==> src/rtl/core/sfp_pkg.sv <==
`default_nettype none

package sfp_pkg;

    localparam int unsigned FrameLen  = 32;
    localparam int unsigned PosW      = $clog2(FrameLen);
    localparam int unsigned DataWords = 12;
    localparam int unsigned IdxW      = 4;

    localparam logic [7:0]      StartA    = 8'h42;
    localparam logic [7:0]      StartB    = 8'h4D;
    localparam logic [PosW-1:0] PosChkHi  = PosW'(30);
    localparam logic [PosW-1:0] PosChkLo  = PosW'(31);
    localparam logic [PosW-1:0] DataFirst = PosW'(4);
    localparam logic [IdxW-1:0] LastWord  = IdxW'(DataWords - 1);

    localparam logic STAT_GOOD = 1'b0;
    localparam logic STAT_BAD  = 1'b1;

    typedef enum logic [2:0] {
        ST_COLLECT,
        ST_CHECK,
        ST_RD_HI,
        ST_RD_LO,
        ST_PUT
    } t_state;

endpackage

`default_nettype wire

==> src/rtl/core/sensor_frame_parser_top.sv <==
// Particulate sensor 32-byte frame parser.
//
// Input channel: one received serial byte per beat on i_rx_byte
// (i_in_valid / o_in_ready). The parser hunts for 0x42 then 0x4D, stores
// the 32-byte frame in a 32 x 8 synchronous RAM and keeps a running 16-bit
// sum of bytes 0 to 29 as they arrive.
// Output channel: one data word per beat (o_out_valid / i_out_ready) with
// o_status, o_word_index, o_word_value and o_last.
// Sequencing: a bad checksum gives its single error beat from the check
// state, loaded once the output register is free. A good frame passes
// the check state, then each of the twelve words takes two reads of the
// single RAM read port, hi byte then lo byte, and a put state that loads
// the output register.
// Input: while collecting, any byte that does not end a frame is taken as soon as it is valid.
// o_in_ready is low from the last frame byte until the final result is in
// the output register; that final beat may then wait while new bytes flow.
// A stall on the output holds the result register and pauses the word
// sequencer; nothing is dropped.
// Reset: the byte position returns to hunting and all valids clear; the
// frame RAM keeps its contents and is only read after being written.

`default_nettype none

module sensor_frame_parser_top
    import sfp_pkg::*;
(
    input  wire logic        i_clk,
    input  wire logic        i_rst_n,
    input  wire logic        i_in_valid,
    output logic             o_in_ready,
    input  wire logic [7:0]  i_rx_byte,
    output logic             o_out_valid,
    input  wire logic        i_out_ready,
    output logic             o_status,
    output logic [IdxW-1:0]  o_word_index,
    output logic [15:0]      o_word_value,
    output logic             o_last
);

    // frame RAM, one write and one registered read port
    logic [7:0]      r_mem [FrameLen];
    logic [7:0]      r_rd_data;
    logic            rd_en;
    logic [PosW-1:0] rd_addr;
    logic            wr_en;

    t_state          r_state, n_state;
    logic [PosW-1:0] r_pos;
    logic [15:0]     r_sum;
    logic [7:0]      r_chk_hi;
    logic            r_bad;
    logic [IdxW-1:0] r_word;
    logic [7:0]      r_hi;

    logic            in_acc;
    logic            slot_free;
    logic            byte_ok;
    logic            ld_out;
    logic            n_status;
    logic [IdxW-1:0] n_word_index;
    logic [15:0]     n_word_value;
    logic            n_last;
    logic [PosW-1:0] word_addr;

    assign o_in_ready = (r_state == ST_COLLECT);
    assign in_acc     = i_in_valid && o_in_ready;
    assign slot_free  = !o_out_valid || i_out_ready;

    // drop a wrong first byte, and a wrong second byte without a recheck
    always_comb begin
        byte_ok = 1'b1;
        if (r_pos == '0 && i_rx_byte != StartA) begin
            byte_ok = 1'b0;
        end else if (r_pos == PosW'(1) && i_rx_byte != StartB) begin
            byte_ok = 1'b0;
        end
    end

    assign wr_en     = in_acc && byte_ok;
    assign word_addr = {r_word, 1'b0} + DataFirst;

    always_ff @(posedge i_clk) begin
        if (wr_en) begin
            r_mem[r_pos] <= i_rx_byte;
        end
        if (rd_en) begin
            r_rd_data <= r_mem[rd_addr];
        end
    end

    always_ff @(posedge i_clk) begin
        if (!i_rst_n) begin
            r_state <= ST_COLLECT;
        end else begin
            r_state <= n_state;
        end
    end

    // sequencer: check the sum, then read hi and lo byte of each word
    always_comb begin
        n_state      = r_state;
        rd_en        = 1'b0;
        rd_addr      = word_addr;
        ld_out       = 1'b0;
        n_status     = STAT_GOOD;
        n_word_index = r_word;
        n_word_value = {r_hi, r_rd_data};
        n_last       = (r_word == LastWord);
        case (r_state)
            ST_COLLECT: begin
                if (wr_en && r_pos == PosChkLo) begin
                    n_state = ST_CHECK;
                end
            end
            ST_CHECK: begin
                if (r_bad) begin
                    n_status     = STAT_BAD;
                    n_word_index = '0;
                    n_word_value = '0;
                    n_last       = 1'b1;
                    if (slot_free) begin
                        ld_out  = 1'b1;
                        n_state = ST_COLLECT;
                    end
                end else begin
                    n_state = ST_RD_HI;
                end
            end
            ST_RD_HI: begin
                rd_en   = 1'b1;
                n_state = ST_RD_LO;
            end
            ST_RD_LO: begin
                rd_en   = 1'b1;
                rd_addr = word_addr | PosW'(1);
                n_state = ST_PUT;
            end
            ST_PUT: begin
                if (slot_free) begin
                    ld_out  = 1'b1;
                    n_state = (r_word == LastWord) ? ST_COLLECT : ST_RD_HI;
                end
            end
            default: begin
                n_state = ST_COLLECT;
            end
        endcase
    end

    // position, running sum and checksum capture
    always_ff @(posedge i_clk) begin
        if (!i_rst_n) begin
            r_pos <= '0;
        end else if (in_acc) begin
            r_pos <= byte_ok ? r_pos + PosW'(1) : '0;
        end
    end

    always_ff @(posedge i_clk) begin
        if (wr_en) begin
            if (r_pos == '0) begin
                r_sum <= {8'h00, i_rx_byte};
            end else if (r_pos < PosChkHi) begin
                r_sum <= r_sum + {8'h00, i_rx_byte};
            end
            if (r_pos == PosChkHi) begin
                r_chk_hi <= i_rx_byte;
            end
            if (r_pos == PosChkLo) begin
                r_bad <= (r_sum != {r_chk_hi, i_rx_byte});
            end
        end
    end

    // word counter and hi byte hold
    always_ff @(posedge i_clk) begin
        if (r_state == ST_CHECK) begin
            r_word <= '0;
        end else if (r_state == ST_PUT && slot_free) begin
            r_word <= r_word + IdxW'(1);
        end
        if (r_state == ST_RD_LO) begin
            r_hi <= r_rd_data;
        end
    end

    // output register
    always_ff @(posedge i_clk) begin
        if (!i_rst_n) begin
            o_out_valid <= 1'b0;
        end else if (ld_out) begin
            o_out_valid <= 1'b1;
        end else if (i_out_ready) begin
            o_out_valid <= 1'b0;
        end
    end

    always_ff @(posedge i_clk) begin
        if (ld_out) begin
            o_status     <= n_status;
            o_word_index <= n_word_index;
            o_word_value <= n_word_value;
            o_last       <= n_last;
        end
    end

    // an error beat is always alone and final
    a_err_last: assert property (@(posedge i_clk) disable iff (!i_rst_n)
        o_out_valid && o_status |-> o_last && o_word_index == '0)
        else $error("error beat not final or has nonzero index");

    // a good frame ends on word eleven
    a_good_last: assert property (@(posedge i_clk) disable iff (!i_rst_n)
        o_out_valid && !o_status && o_last |-> o_word_index == LastWord)
        else $error("good frame ended on wrong word");

    // position is back to hunting while results are produced
    a_pos_idle: assert property (@(posedge i_clk) disable iff (!i_rst_n)
        r_state != ST_COLLECT |-> r_pos == '0)
        else $error("byte position not cleared during emission");

    // the final byte of a frame always starts the check
    a_frame_end: assert property (@(posedge i_clk) disable iff (!i_rst_n)
        in_acc && r_pos == PosChkLo |=> r_state == ST_CHECK)
        else $error("frame end did not start checksum");

endmodule

`default_nettype wire
==> config.mk <==
export PLATFORM = sky130hd
export DESIGN_NAME = sensor_frame_parser_top
export DESIGN_NICKNAME = d
export VERILOG_FILES = /design/src/rtl/core/sfp_pkg.sv /design/src/rtl/core/sensor_frame_parser_top.sv
export SDC_FILE = /design/constraint.sdc
export NUM_CORES = 1
export LEC_CHECK = 0
export ABC_AREA = 1
export BUFFER_PORTS_ARGS = -buffer_cell sky130_fd_sc_hd__buf_2
export CAP_MARGIN = 20
export CELL_PAD_IN_SITES_DETAIL_PLACEMENT = 1
export CELL_PAD_IN_SITES_GLOBAL_PLACEMENT = 1
export CORE_MARGIN = 2
export CORE_UTILIZATION = 37
export DETAILED_ROUTE_END_ITERATION = 8
export PLACE_DENSITY_LB_ADDON = 0.3
export SLEW_MARGIN = 20
export SYNTH_ARGS = -nofsm -noshare
export SYNTH_HDL_FRONTEND = slang
export SYNTH_SLANG_ARGS = --single-unit
export TNS_END_PERCENT = 50
==> constraint.sdc <==
create_clock -name i_clk -period 2.6 [get_ports i_clk]
set_input_delay 0.39 -clock i_clk [delete_from_list [all_inputs] [get_ports i_clk]]
set_output_delay 0.39 -clock i_clk [all_outputs]
set_load 0.03 [all_outputs]
==> results of run 1 <==
[worst max path at each step]
stage	to	slack, ns	cells past startpoint
floorplan	o_last	0.34	7
global placement	r_sum[10]	0.26	12
detailed placement	r_sum[12]	0.19	12
CTS	r_rd_data[4]	0.23	6
global route	r_rd_data[4]	0.14	6
finish	r_rd_data[4]	0.22	6
[kinds of logic (layout without fill, tap and decap cells)]
family / Yosys count / after routing / synth area share
adders and majority gates: 16 / 16 / 0.01444
buffers and inverters: 205 / 317 / 0.05943
DFF: 332 / 332 / 0.6843
AOI/OAI and AO/OA: 150 / 150 / 0.06013
xor gates and xnor gates: 12 / 12 / 0.007310
and+or+nand+nor: 601 / 601 / 0.1744
[cell usage after synthesis (3+ instances only)]
master	n	share of area
nand2_1	344	0.090
edfxtp_1	319	0.67
inv_1	143	0.037
nand3_1	117	0.041
nor2_1	99	0.026
a21oi_1	56	0.019
o21ai_0	47	0.016
o211ai_1	41	0.021
buf_2	22	0.0077
clkbuf_1	19	0.0050
ha_1	15	0.013
dfxtp_1	13	0.018
or2_2	11	0.0048
or2_0	10	0.0044
xnor2_1	9	0.0055
buf_1	6	0.0016
buf_6	6	0.0047
nor3_1	6	0.0021
nand2_2	5	0.0022
buf_4	3	0.0016
inv_2	3	0.00078
xor2_1	3	0.0018
[layout make-up]
cell class	count	area [um2]	share of cell area
Clock buffer	51	1031	0.06168
Clock inverter	14	202.7	0.01213
Inverter	148	555.5	0.03324
Multi-Input combinational cell	779	3695	0.2210
Sequential cell	332	9839	0.5887
Tap cell	518	648.1	0.03878
Timing Repair Buffer	104	743.2	0.04446
[routing by layer]
| metal | vias to the layer above | wire [um] |
|---|---|---|
| li1 | 4634 | - |
| met1 | 4714 | 17310 |
| met2 | 211 | 18610 |
| met3 | 62 | 1802 |
| met4 | 0 | 947 |
| met5 | - | 0 |
[power by group]
group	internal (mW)	leakage [nW]	total, mW	switching (mW)
clock network	3.27	0.599	5.34	2.07
registers	5.86	2.98	5.86	0.00365
logic	0.190	2.96	0.694	0.504
total	9.32	6.54	11.9	2.57
[layout by cell type (no fill, tap or decap), types with 2 or more instances in the layout]
cell type | netlist | final
o21ai_0 | 47 | 47
dfxtp_1 | 13 | 13
nor3_1 | 6 | 6
nand4_1 | 2 | 2
or2_2 | 11 | 11
a21oi_1 | 56 | 56
inv_1 | 143 | 143
buf_12 | 0 | 4
nor4_1 | 2 | 2
or2_0 | 10 | 10
buf_2 | 22 | 35
clkbuf_1 | 19 | 11
clkinv_1 | 2 | 4
edfxtp_1 | 319 | 319
nand2_1 | 344 | 344
bufinv_16 | 0 | 5
inv_2 | 3 | 3
o21ai_1 | 2 | 2
xor2_1 | 3 | 3
nand3_1 | 117 | 117
nand2_2 | 5 | 5
nor2_2 | 1 | 2
clkbuf_16 | 0 | 39
nor2_1 | 99 | 98
clkinv_2 | 0 | 4
xnor2_1 | 9 | 9
ha_1 | 15 | 15
nand3b_1 | 2 | 2
o211ai_1 | 41 | 41
buf_4 | 3 | 65
[registers in the layout (all words and copies together), names as in the netlist]
register / count
o_last: 1
o_out_valid: 1
o_status: 1
o_word_index: 4
o_word_value: 16
r_bad: 1
r_chk_hi: 8
r_hi: 8
r_mem: 256
r_pos: 5
r_rd_data: 8
r_state: 3
r_sum: 16
r_word: 4
[stage by stage]
stage / utilization / power (mW) / instance area [um2] / std cells
6_report: 0.4345 / 11.89 / 16710 / 1946
3_5_place_dp: 0.4025 / 6.668 / 15480 / 1881
4_1_cts: 0.4345 / 12.00 / 16710 / 1946
2_1_floorplan: - / 6.338 / 14380 / 1316
3_3_place_gp: 0.4025 / 6.659 / 15480 / 1881
5_1_grt: 0.4345 / 12.26 / 16710 / 1946
[critical path, cell delays in order, from the launching register on]
cell and delay (ns):
dfxtp_1 0.34, ha_1 0.77, inv_1 0.51, nand3_1 0.20, nand2_1 0.14, nand2_1 0.10
nand2_1 0.06
==> results.json, run 1 <==
{
  "outcome": "completed",
  "grt_usage": 0.1952,
  "grt_overflow": 0,
  "h-tree-depth": 2,
  "grt_pass1_wl_um": 60490,
  "timing.fmax_mhz": 421.0,
  "ys.flop_type": "edfxtp_1",
  "busiest_layer": "met2",
  "drtAntennaViolNets": 0,
  "drv_cap": 0,
  "die_height_um": 201.1,
  "min_to": "r_pos[2]",
  "clockRootBuffer": "clkbuf_16",
  "fill_cells": 4208,
  "row_count": 72,
  "timing.rr.start": "r_word[2]",
  "dpl.hpwl_um": 25890,
  "setup_slack_ns": 0.2249,
  "avgRoutedWirePerCell_um": 19.87,
  "yosysSeqAreaShare": 0.6843,
  "cts_setup_buffers": 0,
  "grt_antenna_before_repair": 1,
  "p_leak_nw": 6.538,
  "finalCriticalPeriod_ns": 2.375,
  "grt_max_degree": 63,
  "hold_start": "i_rst_n",
  "yosys_warnings": 0,
  "timing.rr.end": "r_rd_data[4]",
  "skew_ns": 0.01522,
  "async_flop_share": 0,
  "drt-vias-per-instance": 4.944,
  "ys_ff_latch": 332,
  "hold_violations": 0,
  "path_max_fanout": 17,
  "synth_cell_types": 35,
  "syn2layout_area_growth_pct": 16.25,
  "setup_tns_ns": 0,
  "avgSynthCellArea_um2": 10.93,
  "cts_tree": "built",
  "tightest_slew_ns": 0.7308,
  "timing.hold.ws_ns": 0.1792,
  "reg2reg_slack_ns": 0.22,
  "maxSlewViolCount": 0,
  "synthesis.nets": 1344,
  "p_per_area_nw_per_um2": 711.6,
  "cts_sinks": 332,
  "totalWireLength_um": 38670,
  "ir_drop_mv": 0.4453,
  "grt_util_met1": 0.2653,
  "die_width_um": 201.1,
  "layout-drive-gt1-share": 0.1254,
  "synth-edff-count": 319,
  "die-area_um2": 40460,
  "finalSetupViolCount": 0,
  "clk_latency_ns": 0.52,
  "clk_path_buf_depth": 3,
  "drtIter0Drc": 630,
  "required_ns": 2.88,
  "antenna-diode-count": 0,
  "synth_cells": 1316,
  "firstDrtPassIters": 5,
  "crit_type": "flop to flop",
  "core_um2": 38470,
  "routabilityCongestion": 0.7838,
  "use_met3": 0.02802,
  "cts_made_buffers": 37,
  "nNetsFinal": 1430,
  "postCtsHoldBufs": 0,
  "holdPathStages": 3,
  "worstRegToRegCells": 6,
  "routed-via-count": 9621,
  "initial_utilization": 0.3738,
  "gr-usage-met2": 0.3290,
  "startpoint": "r_word[2]",
  "end_kind": "flop",
  "ios": 36,
  "slew_headroom": 0.5128,
  "preCtsSetupSlack_ns": 0.1940,
  "io_buffers": 35,
  "hold_path.class": "input pin to flop",
  "grt_setup_unrepaired": "no",
  "fin_crit_sh": 0.9135,
  "crit_arrival_ns": 2.65,
  "startpoint_type": "flop",
  "ctsResizeCount": 0,
  "drc": 0,
  "grt_pass1_vias": 10269,
  "syn_area_um2": 14380,
  "path_clk_slew_ns": 0.06
}
Note: power is estimated with default switching activity, not from simulation.
==> run 2, diff against run 1 <==
GPL_TIMING_DRIVEN = 0   (was default)
==> run 2 against run 1 <==
Against the previous run: clock skew shrank 0.0017 ns; hold slack lost 0.045 ns; sequential cell count is the same; fmax shrank 8.5%; clock power grew 4.7%; count of clock-buffer cells in the layout shrank 3; register-to-register slack lost 0.22 ns; non-clock buffer count shrank 10; critical path type unchanged; largest cell class unchanged.
==> results.json, run 2 (synthesis gave the netlist of run 1 again) <==
{
  "largest_reg_flops": 256,
  "fill_cells": 4213,
  "ir_drop_mv": 0.3587,
  "cts_tree": "built",
  "end_kind": "flop",
  "antenna-diode-count": 0,
  "syn2layout_area_growth_pct": 16.03,
  "grt_max_degree": 38,
  "drtAntennaViolNets": 0,
  "path_max_fanout": 9,
  "timing.fmax_mhz": 385.2,
  "multiInputGateArea_um2": 3846,
  "grt_antenna_before_repair": 0,
  "grt_pass1_vias": 10457,
  "p_leak_nw": 6.359,
  "totalWireLength_um": 39840,
  "firstDrtPassIters": 5,
  "use_met3": 0.02964,
  "clk_latency_ns": 0.54,
  "drc": 0,
  "grt_util_met1": 0.2582,
  "final_cell_mix": "344 x nand2_1, 319 x edfxtp_1, 143 x inv_1, 117 x nand3_1, 66 x nor2_1",
  "seq_area_um2": 9839,
  "finalCriticalPeriod_ns": 2.596,
  "drtIter0Drc": 540,
  "grt_overflow": 0,
  "dpl.hpwl_um": 26290,
  "hold_violations": 0,
  "largestRegisters": "r_mem x256, o_word_value x16, r_sum x16",
  "cts_setup_buffers": 0,
  "preCtsSetupSlack_ns": -0.6857,
  "postCtsHoldBufs": 0,
  "skew_ns": 0.01350,
  "nNetsFinal": 1421,
  "path_clk_slew_ns": 0.06,
  "crit_arrival_ns": 2.77,
  "outcome": "completed",
  "finalSetupViolCount": 0,
  "h-tree-depth": 2,
  "fin_crit_sh": 0.9985,
  "grt_pass1_wl_um": 61440,
  "hold_path.class": "input pin to flop",
  "drt-vias-per-instance": 5.057,
  "routed-via-count": 9816,
  "die_height_um": 201.1,
  "die-area_um2": 40460,
  "cts_made_buffers": 38,
  "ios": 36,
  "largest_register": "r_mem",
  "clk_path_buf_depth": 3,
  "final_util": 0.4337,
  "mostFrequentLayoutCell": "nand2_1",
  "routabilityCongestion": 0.8690,
  "crit_chain": "inv_1 > ha_1 > inv_1 > nor2_2 > nand2_1 > nand3_2 > inv_2 > nand2_2 > nor2_2",
  "io_buffers": 35,
  "drv_cap": 0,
  "crit_path_top_delay_cell": "nor2_2",
  "avgRoutedWirePerCell_um": 20.53,
  "die_width_um": 201.1,
  "crit_type": "flop to flop",
  "layout-drive-gt1-share": 0.1272,
  "gr-usage-met2": 0.3507,
  "row_count": 72,
  "p_per_area_nw_per_um2": 728.0,
  "tightest_slew_ns": 0.9641,
  "maxSlewViolCount": 0,
  "cts_sinks": 332,
  "cpPeakStageDelay_ns": 0.52,
  "startpoint_type": "flop",
  "setup_slack_ns": 0.003971,
  "slew_headroom": 0.3573,
  "initial_utilization": 0.3738,
  "grt_setup_unrepaired": "yes",
  "required_ns": 2.78,
  "busiest_layer": "met2",
  "core_um2": 38470,
  "grt_usage": 0.1995,
  "clockRootBuffer": "clkbuf_16"
}
==> run 2: worst paths after layout <==
check | slack (ns) | cells past startpoint | endpoint | startpoint
max | 0.004 | 9 | r_mem[17][0] | r_pos[1]
min reg2reg | 0.45 | 0 | r_hi[7] | r_rd_data[7]
min | 0.13 | 3 | o_out_valid | i_rst_n
max reg2reg | 0.004 | 9 | r_mem[17][0] | r_pos[1]
==> run 2: worst max-delay path: cells and delay by family (launching register included) <==
| kind | cells | cell delay, ns |
|---|---|---|
| DFF | 1 | 0.44 |
| buffers and inverters | 3 | 0.36 |
| adders and majority gates | 1 | 0.22 |
| and+or+nand+nor | 5 | 1.21 |
==> run 2: power by group <==
part           leakage [nW]  total [mW]  switching, mW  internal (mW)
Sequential             2.98        5.86        0.00314           5.86
Clock                 0.629        5.59           2.18           3.41
Combinational          2.75       0.693          0.521          0.172
==> run 2: cell type report <==
cell class / count / area share
well taps: 518 / 0.03885
clock inverters: 22 / 0.01807
flip-flops and latches: 332 / 0.5898
clock buffers: 48 / 0.05925
multi-input cells: 779 / 0.2305
inverters: 148 / 0.03330
repair buffers: 37 / 0.01230
plain buffers: 57 / 0.01792
==> run 2: what timing repair did <==
item / in CTS / in global routing
resized for setup: 22 / 28
endpoints found under the setup margin: 226 / 256
hold endpoints to repair: 0 / 0
==> run 2: layer usage <==
metal	vias to the layer above	share of wire
li1	4617	-
met1	4954	0.44
met2	193	0.50
met3	52	0.040
met4	0	0.020
met5	-	0
==> run 2: stage by stage <==
step                instance area [um2]  power (mW)  std cells  hold slack (ns)  TNS (ns)
global placement                  15200       6.643       1869           0.4300   -157.57
detailed placement                15230       6.662       1871           0.4407   -157.07
CTS                               16580       12.23       1941           0.1218    -8.725
floorplan                         14380       6.338       1316           0.4264         0
finish                            16680       12.15       1941           0.1340         0
global route                      16680       12.51       1941           0.1530    -16.25
==> run 3, diff against run 2 <==
CTS_CLUSTER_SIZE = 20   (was default)
PLACE_DENSITY_LB_ADDON = 0.1   (was 0.3)
==> run 3 against run 2 <==
Against the previous run: die area stayed put; final cell count stayed put; via count is 2.1% lower; sequential cell count stayed put; worst setup slack better by 0.00069 ns; combinational power hardly changed; clock skew is 0.015 ns higher; critical path depth stayed put; critical endpoint is now r_mem[22][7]; largest power group unchanged.
==> results.json, run 3 (synthesis gave the netlist of run 1 again) <==
{
  "drt-vias-per-instance": 4.952,
  "crit_type": "input pin to flop",
  "grt_max_degree": 38,
  "tightest_slew_ns": 1.070,
  "initial_utilization": 0.3738,
  "core_um2": 38470,
  "grt_pass1_vias": 10074,
  "drtAntennaViolNets": 0,
  "switchingPower_mw": 2.712,
  "routed-via-count": 9611,
  "holdPathStages": 3,
  "combPwrFrac": 0.059,
  "final_cell_mix": "344 x nand2_1, 319 x edfxtp_1, 143 x inv_1, 117 x nand3_1, 65 x nor2_1",
  "row_count": 72,
  "crit_chain": "buf_2 > nand2_1 > nor2_1 > nand2_1 > nand2_1 > nand3_2 > inv_2 > nand2_2 > nor2_2",
  "outcome": "completed",
  "postCtsHoldBufs": 0,
  "clkPwrFrac": 0.445,
  "grt_pass1_wl_um": 61090,
  "drv_cap": 0,
  "largestRegisters": "r_mem x256, o_word_value x16, r_sum x16",
  "p_per_area_nw_per_um2": 709.1,
  "maxSlewViolCount": 0,
  "cts_sinks": 332,
  "fin_crit_sh": 0.9982,
  "io_buffers": 35,
  "die-area_um2": 40460,
  "required_ns": 2.78,
  "die_width_um": 201.1,
  "final_util": 0.4331,
  "largest_reg_flops": 256,
  "die_height_um": 201.1,
  "grt_usage": 0.2042,
  "cts_tree": "built",
  "dpl.hpwl_um": 27140,
  "multiInputGateArea_um2": 3879,
  "mostFrequentLayoutCell": "nand2_1",
  "cts_made_buffers": 39,
  "ios": 36,
  "syn2layout_area_growth_pct": 15.87,
  "p_int_mw": 9.103,
  "timing.fmax_mhz": 385.3,
  "clk_path_buf_depth": 3,
  "skew_ns": 0.02808,
  "drc": 0,
  "power_frac_seq": 0.496,
  "switching_share": 0.2295,
  "slew_headroom": 0.2869,
  "p_leak_nw": 6.328,
  "grt_setup_unrepaired": "yes",
  "h-tree-depth": 2,
  "grt_antenna_before_repair": 1,
  "crit_path_top_delay_cell": "buf_2",
  "drtIter0Drc": 489,
  "worstRegToRegCells": 9,
  "cpPeakStageDelay_ns": 0.78,
  "clockRootBuffer": "clkbuf_16",
  "crit_arrival_ns": 2.77,
  "grt_overflow": 0,
  "largest_register": "r_mem",
  "hold_violations": 0,
  "layout-drive-gt1-share": 0.1265,
  "end_kind": "flop",
  "firstDrtPassIters": 4,
  "totalWireLength_um": 40310,
  "startpoint_type": "input pin",
  "routabilityCongestion": 0.7842,
  "hold_path.class": "input pin to flop",
  "avgRoutedWirePerCell_um": 20.77,
  "fill_cells": 4198,
  "seq_area_um2": 9839,
  "antenna-diode-count": 0,
  "cpMostUsedCell": "nand2_1",
  "clk_latency_ns": 0.55,
  "path_max_fanout": 37,
  "path_clk_slew_ns": 0.06,
  "nNetsFinal": 1423,
  "timing.hold.ws_ns": 0.1721,
  "finalSetupViolCount": 0,
  "ir_drop_mv": 0.3293,
  "finalCriticalPeriod_ns": 2.595
}
-- run 3: final timing paths --
check / startpoint / to / slack [ns]
max: i_rx_byte[3] / r_mem[22][7] / 0.005
min: i_rst_n / o_out_valid / 0.17
max reg2reg: r_pos[1] / r_mem[22][7] / 0.01
min reg2reg: r_rd_data[4] / r_hi[4] / 0.45
-- run 3: metal layers --
metal  share of wire  global-route usage  up-vias  wire (um)
met2            0.49              0.3502      180      19790
li1                -                   -     4624          -
met3           0.038             0.03499       66       1530
met5               0                   0        -          0
met1            0.44              0.2618     4741      17710
met4           0.032             0.07011        0       1280
-- run 3: layout make-up --
cell class / instances / share of cell area
multi-input combinational: 779 / 0.2328
tap: 518 / 0.03890
clock inverter: 23 / 0.01036
timing repair buffer: 38 / 0.01337
buffer: 57 / 0.01795
inverter: 148 / 0.03334
clock buffer: 46 / 0.06271
sequential: 332 / 0.5906
-- run 3: power groups by stage --
stage / registers, mW / logic, mW / clock network, mW
2_1_floorplan: 5.98 / 0.363 / 0
3_3_place_gp: 5.98 / 0.687 / 0
3_5_place_dp: 5.98 / 0.694 / 0
4_1_cts: 5.86 / 0.698 / 5.36
5_1_grt: 5.86 / 0.764 / 5.55
6_report: 5.86 / 0.695 / 5.26
-- run 3: worst max-delay path: cells and delay by family --
kind	cells	cell delay, ns
buffers and inverters	2	0.96
and+or+nand+nor	7	1.38
-- run 3: repair_timing --
| item | CTS | global route |
|---|---|---|
| pin swaps | 0 | 1 |
| setup endpoints to repair | 256 | 253 |
| resized for setup | 38 | 18 |
| gates cloned | 0 | 0 |
| hold endpoints to repair | 0 | 0 |
| buffers inserted | 0 | 1 |
-- run 3: metrics by stage --
stage                     instance area, um2  setup TNS [ns]  power [mW]  worst slack (ns)  cells
after floorplan                        14380               0       6.338            0.3403   1316
after global placement                 15200         -175.82       6.663           -0.9596   1869
after detailed placement               15230         -171.35       6.671           -0.7592   1871
after CTS                              16570          -4.328       11.92           -0.1080   1940
after global routing                   16660          -12.08       12.18           -0.1523   1941
final                                  16660               0       11.82          0.004662   1941
